==> src/sv/rpcrt_pkg.sv <==
package rpcrt_pkg;

  localparam int unsigned CmdW    = 2;
  localparam int unsigned TimeW   = 32;
  localparam int unsigned WaitW   = 31;
  localparam int unsigned XidW    = 32;
  localparam int unsigned ActW    = 2;
  localparam int unsigned StatW   = 3;
  localparam int unsigned RtoW    = 31;
  localparam int unsigned CfgIdxW = 8;
  localparam int unsigned CfgW    = 32;

  localparam logic [31:0] XidSeedRst  = 32'h1f7391f3;
  localparam logic [15:0] MaxRtoRst   = 16'd16000;
  localparam logic [15:0] FloorRtoRst = 16'd1000;
  localparam logic [7:0]  MaxTriesRst = 8'd18;
  localparam logic [31:0] AvgRst      = 32'd800;
  localparam logic [31:0] DevRst      = 32'd20;
  localparam logic [30:0] RtoRst      = 31'd1000;
  localparam logic [7:0]  TryMax      = 8'd255;

  typedef enum logic [CmdW-1:0] {
    CMD_START = 2'd0,
    CMD_TICK  = 2'd1,
    CMD_REPLY = 2'd2
  } cmd_e;

  typedef enum logic [ActW-1:0] {
    ACT_NONE   = 2'd0,
    ACT_SEND   = 2'd1,
    ACT_RESEND = 2'd2,
    ACT_FINISH = 2'd3
  } action_e;

  typedef enum logic [StatW-1:0] {
    ST_PENDING   = 3'd0,
    ST_SUCCESS   = 3'd1,
    ST_TIMED_OUT = 3'd2,
    ST_EXHAUSTED = 3'd3,
    ST_BUSY      = 3'd4
  } status_e;

  typedef enum logic [CfgIdxW-1:0] {
    REG_XID_SEED  = 8'd0,
    REG_MAX_RTO   = 8'd1,
    REG_FLOOR_RTO = 8'd2,
    REG_MAX_TRIES = 8'd3
  } cfg_idx_e;

  typedef struct packed {
    logic [CmdW-1:0]  command;
    logic [TimeW-1:0] now_ms;
    logic [WaitW-1:0] wait_ms;
    logic [XidW-1:0]  reply_xid;
  } req_t;

  typedef struct packed {
    logic [ActW-1:0]  action;
    logic [XidW-1:0]  xid_out;
    logic [StatW-1:0] status;
    logic [RtoW-1:0]  rto_now_ms;
  } rsp_t;

  typedef struct packed {
    logic               wr;
    logic [CfgIdxW-1:0] index;
    logic [CfgW-1:0]    data;
  } cfg_wr_t;

endpackage

==> src/sv/rpcrt_ifs.sv <==
interface rpcrt_req_if;
  import rpcrt_pkg::*;
  logic             valid;
  logic             ready;
  logic [CmdW-1:0]  command;
  logic [TimeW-1:0] now_ms;
  logic [WaitW-1:0] wait_ms;
  logic [XidW-1:0]  reply_xid;
  modport source (output valid, command, now_ms, wait_ms, reply_xid, input ready);
  modport sink (input valid, command, now_ms, wait_ms, reply_xid, output ready);
endinterface

interface rpcrt_rsp_if;
  import rpcrt_pkg::*;
  logic             valid;
  logic             ready;
  logic [ActW-1:0]  action;
  logic [XidW-1:0]  xid_out;
  logic [StatW-1:0] status;
  logic [RtoW-1:0]  rto_now_ms;
  modport source (output valid, action, xid_out, status, rto_now_ms, input ready);
  modport sink (input valid, action, xid_out, status, rto_now_ms, output ready);
endinterface

interface rpcrt_cfg_if;
  import rpcrt_pkg::*;
  logic               valid;
  logic               ready;
  logic [CfgIdxW-1:0] index;
  logic [CfgW-1:0]    data;
  modport source (output valid, index, data, input ready);
  modport sink (input valid, index, data, output ready);
endinterface

==> src/sv/rpcrt_estimator.sv <==
// Mean-plus-deviation round trip estimator, one update per call.
module rpcrt_estimator (
  input  logic signed [31:0] avg_i,
  input  logic signed [31:0] dev_i,
  input  logic        [31:0] elapsed_i,
  output logic signed [31:0] avg_o,
  output logic signed [31:0] dev_o,
  output logic        [30:0] rto_o
);
  import rpcrt_pkg::*;

  logic signed [31:0] err;
  logic signed [31:0] err_abs;
  logic signed [31:0] dev_err;
  logic signed [31:0] sum;
  logic signed [31:0] est;

  always_comb begin
    err     = $signed(elapsed_i) - (avg_i >>> 3);
    avg_o   = avg_i + err;
    err_abs = err[31] ? -err : err;
    dev_err = err_abs - (dev_i >>> 2);
    dev_o   = dev_i + dev_err;
    sum     = (avg_o >>> 2) + dev_o;
    est     = sum >>> 1;
    // clamp a negative estimate to zero
    rto_o   = est[31] ? '0 : est[30:0];
  end

endmodule

==> src/sv/rpcrt_core.sv <==
// Call state, configuration registers and per-item decision logic.
module rpcrt_core (
  input  logic              clk_i,
  input  logic              rst_ni,
  input  logic              step_i,
  input  rpcrt_pkg::req_t   req_i,
  input  rpcrt_pkg::cfg_wr_t cfg_i,
  output rpcrt_pkg::rsp_t   rsp_o
);
  import rpcrt_pkg::*;

  logic [15:0]        max_rto_q, floor_rto_q;
  logic [7:0]         max_tries_q;

  logic signed [31:0] avg_q, avg_d, dev_q, dev_d, avg_new, dev_new;
  logic [30:0]        rto_q, rto_d, est_rto;
  logic [31:0]        next_xid_q, next_xid_d, call_xid_q, call_xid_d;
  logic [31:0]        send_q, send_d, retx_dl_q, retx_dl_d, call_dl_q, call_dl_d;
  logic [7:0]         try_q, try_d, try_inc;
  logic               busy_q, busy_d;

  logic [31:0]        elapsed, dbl, floored, capped;
  logic               retx_due, call_over;
  action_e            action;
  status_e            status;

  function automatic logic later(input logic [31:0] a, input logic [31:0] b);
    logic [31:0] diff;
    diff  = a - b;
    later = (diff != '0) && !diff[31];
  endfunction

  rpcrt_estimator u_est (
    .avg_i    (avg_q),
    .dev_i    (dev_q),
    .elapsed_i(elapsed),
    .avg_o    (avg_new),
    .dev_o    (dev_new),
    .rto_o    (est_rto)
  );

  assign elapsed   = req_i.now_ms - send_q;
  assign retx_due  = busy_q && later(req_i.now_ms, retx_dl_q);
  assign call_over = later(req_i.now_ms, call_dl_q);
  assign try_inc   = (try_q == TryMax) ? try_q : try_q + 8'd1;
  assign dbl       = {rto_q, 1'b0};
  assign floored   = ((try_inc > 8'd1) && (dbl < {16'd0, floor_rto_q}))
                     ? {16'd0, floor_rto_q} : dbl;
  assign capped    = (floored > {16'd0, max_rto_q}) ? {16'd0, max_rto_q} : floored;

  always_comb begin
    avg_d      = avg_q;
    dev_d      = dev_q;
    rto_d      = rto_q;
    next_xid_d = next_xid_q;
    call_xid_d = call_xid_q;
    send_d     = send_q;
    retx_dl_d  = retx_dl_q;
    call_dl_d  = call_dl_q;
    try_d      = try_q;
    busy_d     = busy_q;
    action     = ACT_NONE;
    status     = ST_PENDING;
    case (cmd_e'(req_i.command))
      CMD_START: begin
        if (busy_q) begin
          status = ST_BUSY;
        end else begin
          call_xid_d = next_xid_q;
          next_xid_d = next_xid_q + 32'd1;
          send_d     = req_i.now_ms;
          retx_dl_d  = req_i.now_ms + {1'b0, rto_q};
          call_dl_d  = req_i.now_ms + {1'b0, req_i.wait_ms};
          try_d      = '0;
          busy_d     = 1'b1;
          action     = ACT_SEND;
        end
      end
      CMD_TICK: begin
        if (retx_due) begin
          try_d = try_inc;
          if (call_over) begin
            busy_d = 1'b0;
            action = ACT_FINISH;
            status = ST_TIMED_OUT;
          end else begin
            avg_d = avg_new;
            dev_d = dev_new;
            rto_d = capped[30:0];
            if (try_inc >= max_tries_q) begin
              busy_d = 1'b0;
              action = ACT_FINISH;
              status = ST_EXHAUSTED;
            end else begin
              send_d    = req_i.now_ms;
              retx_dl_d = req_i.now_ms + capped;
              action    = ACT_RESEND;
            end
          end
        end
      end
      CMD_REPLY: begin
        if (busy_q) begin
          avg_d = avg_new;
          dev_d = dev_new;
          rto_d = est_rto;
          if (req_i.reply_xid == call_xid_q) begin
            busy_d = 1'b0;
            action = ACT_FINISH;
            status = ST_SUCCESS;
          end
        end
      end
      default: ;
    endcase
  end

  assign rsp_o.action     = action;
  assign rsp_o.xid_out    = call_xid_d;
  assign rsp_o.status     = status;
  assign rsp_o.rto_now_ms = rto_d;

  // the seed itself only loads the id counter below
  always_ff @(posedge clk_i or negedge rst_ni) begin
    if (!rst_ni) begin
      max_rto_q   <= MaxRtoRst;
      floor_rto_q <= FloorRtoRst;
      max_tries_q <= MaxTriesRst;
    end else if (cfg_i.wr) begin
      unique case (cfg_i.index)
        REG_XID_SEED:  ;
        REG_MAX_RTO:   max_rto_q   <= cfg_i.data[15:0];
        REG_FLOOR_RTO: floor_rto_q <= cfg_i.data[15:0];
        REG_MAX_TRIES: max_tries_q <= cfg_i.data[7:0];
        default: ;
      endcase
    end
  end

  always_ff @(posedge clk_i or negedge rst_ni) begin
    if (!rst_ni) begin
      avg_q      <= $signed(AvgRst);
      dev_q      <= $signed(DevRst);
      rto_q      <= RtoRst;
      next_xid_q <= XidSeedRst;
      call_xid_q <= '0;
      send_q     <= '0;
      retx_dl_q  <= '0;
      call_dl_q  <= '0;
      try_q      <= '0;
      busy_q     <= 1'b0;
    end else begin
      if (step_i) begin
        avg_q      <= avg_d;
        dev_q      <= dev_d;
        rto_q      <= rto_d;
        call_xid_q <= call_xid_d;
        send_q     <= send_d;
        retx_dl_q  <= retx_dl_d;
        call_dl_q  <= call_dl_d;
        try_q      <= try_d;
        busy_q     <= busy_d;
      end
      // a seed write reloads the id counter
      if (cfg_i.wr && (cfg_i.index == REG_XID_SEED)) begin
        next_xid_q <= cfg_i.data;
      end else if (step_i) begin
        next_xid_q <= next_xid_d;
      end
    end
  end

endmodule

==> src/sv/rpc_retransmit_timer.sv <==
// Client-side retransmit timer for a datagram request/reply exchange. Send
// items on req_i: command 0 starts a call (takes the next transaction id and
// arms a retransmit deadline and an overall deadline of now_ms + wait_ms),
// command 1 is a time tick, command 2 reports an arrived reply with its id.
// Every item yields exactly one item on rsp_o: action (nothing, send, resend,
// finished), the current call id, a status (pending, success, timed out,
// tries exhausted, busy) and the retransmit timeout in force after the item.
// Times are milliseconds compared by signed modular difference. One item
// enters per clock unless the input register is held: an item waits in the
// input register, then the call state and the result register update as
// it advances into a free result slot. A result waiting on rsp_o stalls the
// input register only; a new item is still taken while the output drains.
// Write configuration through cfg_i only while no item is in flight:
// index 0 xid seed (also reloads the id counter), 1 timeout cap, 2 timeout
// floor, 3 try limit.
module rpc_retransmit_timer (
  input  logic        clk_i,
  input  logic        rst_ni,
  rpcrt_req_if.sink   req_i,
  rpcrt_rsp_if.source rsp_o,
  rpcrt_cfg_if.sink   cfg_i
);
  import rpcrt_pkg::*;

  logic     in_valid_q;
  req_t     in_q;
  logic     out_valid_q;
  rsp_t     out_q;
  rsp_t     result;
  cfg_wr_t  cfg_wr;
  logic     advance;

  // move the held item through the state update when the result slot frees
  assign advance     = in_valid_q && (!out_valid_q || rsp_o.ready);
  assign req_i.ready = !in_valid_q || advance;
  assign cfg_i.ready = 1'b1;

  assign cfg_wr.wr    = cfg_i.valid;
  assign cfg_wr.index = cfg_i.index;
  assign cfg_wr.data  = cfg_i.data;

  always_ff @(posedge clk_i or negedge rst_ni) begin
    if (!rst_ni) begin
      in_valid_q <= 1'b0;
    end else if (req_i.ready) begin
      in_valid_q <= req_i.valid;
    end
  end

  // hold the payload until it advances
  always_ff @(posedge clk_i) begin
    if (req_i.valid && req_i.ready) begin
      in_q.command   <= req_i.command;
      in_q.now_ms    <= req_i.now_ms;
      in_q.wait_ms   <= req_i.wait_ms;
      in_q.reply_xid <= req_i.reply_xid;
    end
  end

  rpcrt_core u_core (
    .clk_i (clk_i),
    .rst_ni(rst_ni),
    .step_i(advance),
    .req_i (in_q),
    .cfg_i (cfg_wr),
    .rsp_o (result)
  );

  always_ff @(posedge clk_i or negedge rst_ni) begin
    if (!rst_ni) begin
      out_valid_q <= 1'b0;
    end else if (advance) begin
      out_valid_q <= 1'b1;
    end else if (rsp_o.ready) begin
      out_valid_q <= 1'b0;
    end
  end

  always_ff @(posedge clk_i) begin
    if (advance) begin
      out_q <= result;
    end
  end

  assign rsp_o.valid      = out_valid_q;
  assign rsp_o.action     = out_q.action;
  assign rsp_o.xid_out    = out_q.xid_out;
  assign rsp_o.status     = out_q.status;
  assign rsp_o.rto_now_ms = out_q.rto_now_ms;

endmodule

==> src/flat_wrapper.sv <==
// flat-port wrapper written by rule: the top's interface ports become plain ports
module rpc_retransmit_timer_flat import rpcrt_pkg::*;
  (clk_i, rst_ni, req_i_valid, req_i_command, req_i_now_ms, req_i_wait_ms, req_i_reply_xid, req_i_ready, rsp_o_valid, rsp_o_action, rsp_o_xid_out, rsp_o_status, rsp_o_rto_now_ms, rsp_o_ready, cfg_i_valid, cfg_i_index, cfg_i_data, cfg_i_ready);
  rpcrt_req_if req_i_i ();
  rpcrt_rsp_if rsp_o_i ();
  rpcrt_cfg_if cfg_i_i ();
  input  logic clk_i;
  input  logic rst_ni;
  input wire logic [$bits(req_i_i.valid)-1:0] req_i_valid;
  input wire logic [$bits(req_i_i.command)-1:0] req_i_command;
  input wire logic [$bits(req_i_i.now_ms)-1:0] req_i_now_ms;
  input wire logic [$bits(req_i_i.wait_ms)-1:0] req_i_wait_ms;
  input wire logic [$bits(req_i_i.reply_xid)-1:0] req_i_reply_xid;
  output wire logic [$bits(req_i_i.ready)-1:0] req_i_ready;
  output wire logic [$bits(rsp_o_i.valid)-1:0] rsp_o_valid;
  output wire logic [$bits(rsp_o_i.action)-1:0] rsp_o_action;
  output wire logic [$bits(rsp_o_i.xid_out)-1:0] rsp_o_xid_out;
  output wire logic [$bits(rsp_o_i.status)-1:0] rsp_o_status;
  output wire logic [$bits(rsp_o_i.rto_now_ms)-1:0] rsp_o_rto_now_ms;
  input wire logic [$bits(rsp_o_i.ready)-1:0] rsp_o_ready;
  input wire logic [$bits(cfg_i_i.valid)-1:0] cfg_i_valid;
  input wire logic [$bits(cfg_i_i.index)-1:0] cfg_i_index;
  input wire logic [$bits(cfg_i_i.data)-1:0] cfg_i_data;
  output wire logic [$bits(cfg_i_i.ready)-1:0] cfg_i_ready;
  assign req_i_i.valid = req_i_valid;
  assign req_i_i.command = req_i_command;
  assign req_i_i.now_ms = req_i_now_ms;
  assign req_i_i.wait_ms = req_i_wait_ms;
  assign req_i_i.reply_xid = req_i_reply_xid;
  assign req_i_ready = req_i_i.ready;
  assign rsp_o_valid = rsp_o_i.valid;
  assign rsp_o_action = rsp_o_i.action;
  assign rsp_o_xid_out = rsp_o_i.xid_out;
  assign rsp_o_status = rsp_o_i.status;
  assign rsp_o_rto_now_ms = rsp_o_i.rto_now_ms;
  assign rsp_o_i.ready = rsp_o_ready;
  assign cfg_i_i.valid = cfg_i_valid;
  assign cfg_i_i.index = cfg_i_index;
  assign cfg_i_i.data = cfg_i_data;
  assign cfg_i_ready = cfg_i_i.ready;
  rpc_retransmit_timer u_core (.clk_i(clk_i), .rst_ni(rst_ni), .req_i(req_i_i), .rsp_o(rsp_o_i), .cfg_i(cfg_i_i));
endmodule
==> config.mk <==
export PLATFORM = sky130hd
export DESIGN_NAME = rpc_retransmit_timer_flat
export DESIGN_NICKNAME = d
export VERILOG_FILES = /design/src/sv/rpcrt_pkg.sv /design/src/sv/rpcrt_ifs.sv /design/src/sv/rpcrt_estimator.sv /design/src/sv/rpcrt_core.sv /design/src/sv/rpc_retransmit_timer.sv /design/src/flat_wrapper.sv
export SDC_FILE = /design/constraint.sdc
export NUM_CORES = 2
export LEC_CHECK = 0
export BUFFER_PORTS_ARGS = -buffer_cell sky130_fd_sc_hd__clkbuf_2
export CORE_UTILIZATION = 55
export DETAILED_ROUTE_END_ITERATION = 7
export GPL_TIMING_DRIVEN = 0
export PLACE_DENSITY = 0.8
export SLEW_MARGIN = 0
export SYNTH_ARGS = -nofsm -noshare
export SYNTH_HDL_FRONTEND = slang
export SYNTH_HIERARCHICAL = 1
export SYNTH_SLANG_ARGS = --single-unit
==> constraint.sdc <==
create_clock -name clk_i -period 13.8 [get_ports clk_i]
set_input_delay 0.69 -clock clk_i [delete_from_list [all_inputs] [get_ports clk_i]]
set_output_delay 0.69 -clock clk_i [all_outputs]
set_load 0.03 [all_outputs]
==> impl_metrics.csv <==
group,metric,value,unit
run_status,outcome,"finished, final reports clean",
routing,routed_wl,117000,um
worst_setup_path,crit_path_max_incr_delay,490,ps
floorplanning,initial_core_util,55.9,%
clock_tree,clkTransAtPathRegs,60,ps
finish,antenna_cells,0,
floorplanning,die_h,267,um
clock_tree,cts_tree,"done",
timing,slew_headroom,8.53,%
finish,fillers,5778,
place,portBuffers,211,
routing,drtIter0Drc,3428,
yosys,synth_fp_nets,4718,
yosys,yosysSeqAreaShare,32.9,%
clock_tree,h-tree-depth,2,
finish,area_growth,11.9,%
clock_tree,ctsRootBufferMaster,"clkbuf_16",
timing,setup_viol,0,
timing,hold_violations,0,
grt,grtUsageTotal,32.2,%
grt,overflow,0,
worst_setup_path,worstPathArrival,13520,ps
clock_tree,clk_latency,670,ps
yosys,synth_seq_cells,471,
floorplanning,die_area,71100,um^2
place,hpwl,88500,um
timing,finalMaxSlewViolations,0,
clock_tree,cts_max_path_buffers,3,
timing,post-route-min-period,13110,ps
worst_setup_path,path_class,"register to register",
yosys,ys_top_cells_by_area,"dfrtp_1, edfxtp_1, ha_1",
grt,antenna_found_initial,0,
routing,first_pass_iters,8,
finish,nets,5007,
timing,fmaxAchievable,76.3,MHz
yosys,postSynthCellCount,4210,
floorplanning,rows,96,
yosys,synth.top_cells.by_count,"nand2_1, inv_1, ha_1, a21oi_1, dfrtp_1",
yosys,yosysMostFrequentCell,"nand2_1",
yosys,synth_edf_count,165,
worst_setup_path,crit_path_max_fanout,10,
routing,routedWlPerCell,21.3,um
finish,drive_above_1_share,15.6,%
clock_tree,cts.sinks,471,
floorplanning,ios,213,
yosys,yosysTopAreaCell,"dfrtp_1",
worst_setup_path,worstPathRequired,14210,ps
grt,grt_pass1_vias,32131,
timing,finClkSkew,81.7,ps
place,routabilityCongestion,1.05,
timing,setup-tns-final,0,ps
routing,viasPerCell,6.15,
worst_setup_path,critPathLaunchType,"register",
floorplanning,coreArea,68900,um^2
timing,period_share,95.0,%
routing,dr_total_vias,33657,
routing,antenna_left,0,
hold_path,hold_class,"input port to register",
clock_tree,numCtsBuffers,55,
yosys,synth.top_cell.area_share,17.0,%
yosys,syn_area,38500,um^2
grt,grt_pass1_wl,179000,um
timing,tightest_slew,1370,ps
yosys,synth-main-ff-cell,"dfrtp_1",
routing,drc,0,
yosys,async_reset_ff_share,65.0,%
yosys,avgSynthCellArea,9.15,um^2
worst_setup_path,cp_common_cell,"a21oi_1",
worst_setup_path,critPathSlowestCell,"fa_1",
yosys,ys_warn_count,6,
worst_setup_path,cp-end-kind,"register",
job,maxCapViolations,0,
grt,grt_max_degree,103,
yosys,synthDistinctLibCells,119,
floorplanning,die_x,267,um
## state kept, by name (all words and copies together) (netlist names), 3 cells and up
register and flops:
u_core/in_q 97, u_core/rsp_o.xid_out 32, u_core/u_core/avg_q 32, u_core/u_core/call_dl_q 32, u_core/u_core/call_xid_q 32, u_core/u_core/dev_q 32
u_core/u_core/next_xid_q 32, u_core/u_core/retx_dl_q 32, u_core/u_core/send_q 32, u_core/rsp_o.rto_now_ms 31, u_core/u_core/rto_q 31, u_core/u_core/floor_rto_q 16
u_core/u_core/max_rto_q 16, u_core/u_core/max_tries_q 8, u_core/u_core/try_q 8, u_core/rsp_o.status 3
## final timing paths
| path | from | to | slack, ps | depth (start not counted) |
|---|---|---|---|---|
| setup reg to reg | u_core/in_q[63] | u_core/rsp_o.rto_now_ms[14] | 690 | 58 |
| min in group asynchronous | rst_ni | u_core/u_core/max_rto_q[15] | 520 | 2 |
| hold / removal | req_i_command[0] | u_core/in_q[95] | 190 | 1 |
| hold reg to reg | u_core/u_core/call_dl_q[23] | u_core/u_core/call_dl_q[23] | 480 | 2 |
| max in group asynchronous | rst_ni | u_core/u_core/avg_q[8] | 12000 | 4 |
| setup / recovery | u_core/in_q[63] | u_core/rsp_o.rto_now_ms[14] | 690 | 58 |
## timing repair
item / CTS / global route
setup endpoints to repair: 60 / 60
hold buffers: 1 / 0
resized for setup: 6 / 21
endpoints found under the hold margin: 26 / 0
pin swaps: 1 / 4
buffers inserted: 6 / 10
## logic make-up after synthesis
group	share of synthesized area, %
simple gates	14.7
compound gates	19.6
buf+inv	5.60
flops	32.9
fa+ha+maj	12.7
xor+xnor	6.80
mux	7.71
other cells	0.0195
## per-layer routing
layer / global-route usage (%) / part of all wire [%]
met5: 0 / 0
met4: 13.9 / 4.6
met3: 5.03 / 7.8
met2: 52.0 / 46
met1: 42.7 / 42
## through the flow
stage               cells  util [%]  cell area [um^2]  hold WS (ps)  setup WS, ps
finish               5477      62.6             43100           194           691
CTS                  5467      62.3             43000           170          52.7
global route         5477      62.6             43100           183         -27.6
detailed placement   5356      59.3             40900           470          -800
global placement     5352      59.1             40800           461          -702
floorplan            4210         -             38500           394          2650
## placed cells by master, fill, tap and decap left out, types with 76 or more instances in the layout
cell,instances
ha_1,327
mux2i_1,82
mux2_2,136
clkbuf_1,95
dfrtp_1,262
nor2_1,231
xnor2_1,148
a21oi_1,297
a21o_1,105
clkbuf_2,211
inv_1,384
nand3_1,76
nand2_1,423
edfxtp_1,165
o21ai_0,254
xor2_1,140
## area by class of cell
cell class	instances	area (um^2)	area share [%]
Buffer	138	709	1.64
Timing Repair Buffer	232	1320	3.05
Clock buffer	67	1480	3.43
Clock inverter	37	524	1.22
Inverter	387	1460	3.38
Tap cell	931	1160	2.70
Multi-Input combinational cell	3214	23800	55.2
Sequential cell	471	12700	29.4
## critical path, delay by kind of cell (launching register included)
family	cells	cell delay, ps
compound gates	27	5730
xor+xnor	7	1580
fa+ha+maj	6	2150
buf+inv	6	1060
flops	1	430
simple gates	12	1880
Power is not shown: default switching activity piles up to over one toggle a cycle in this logic, so the estimate is an artifact.
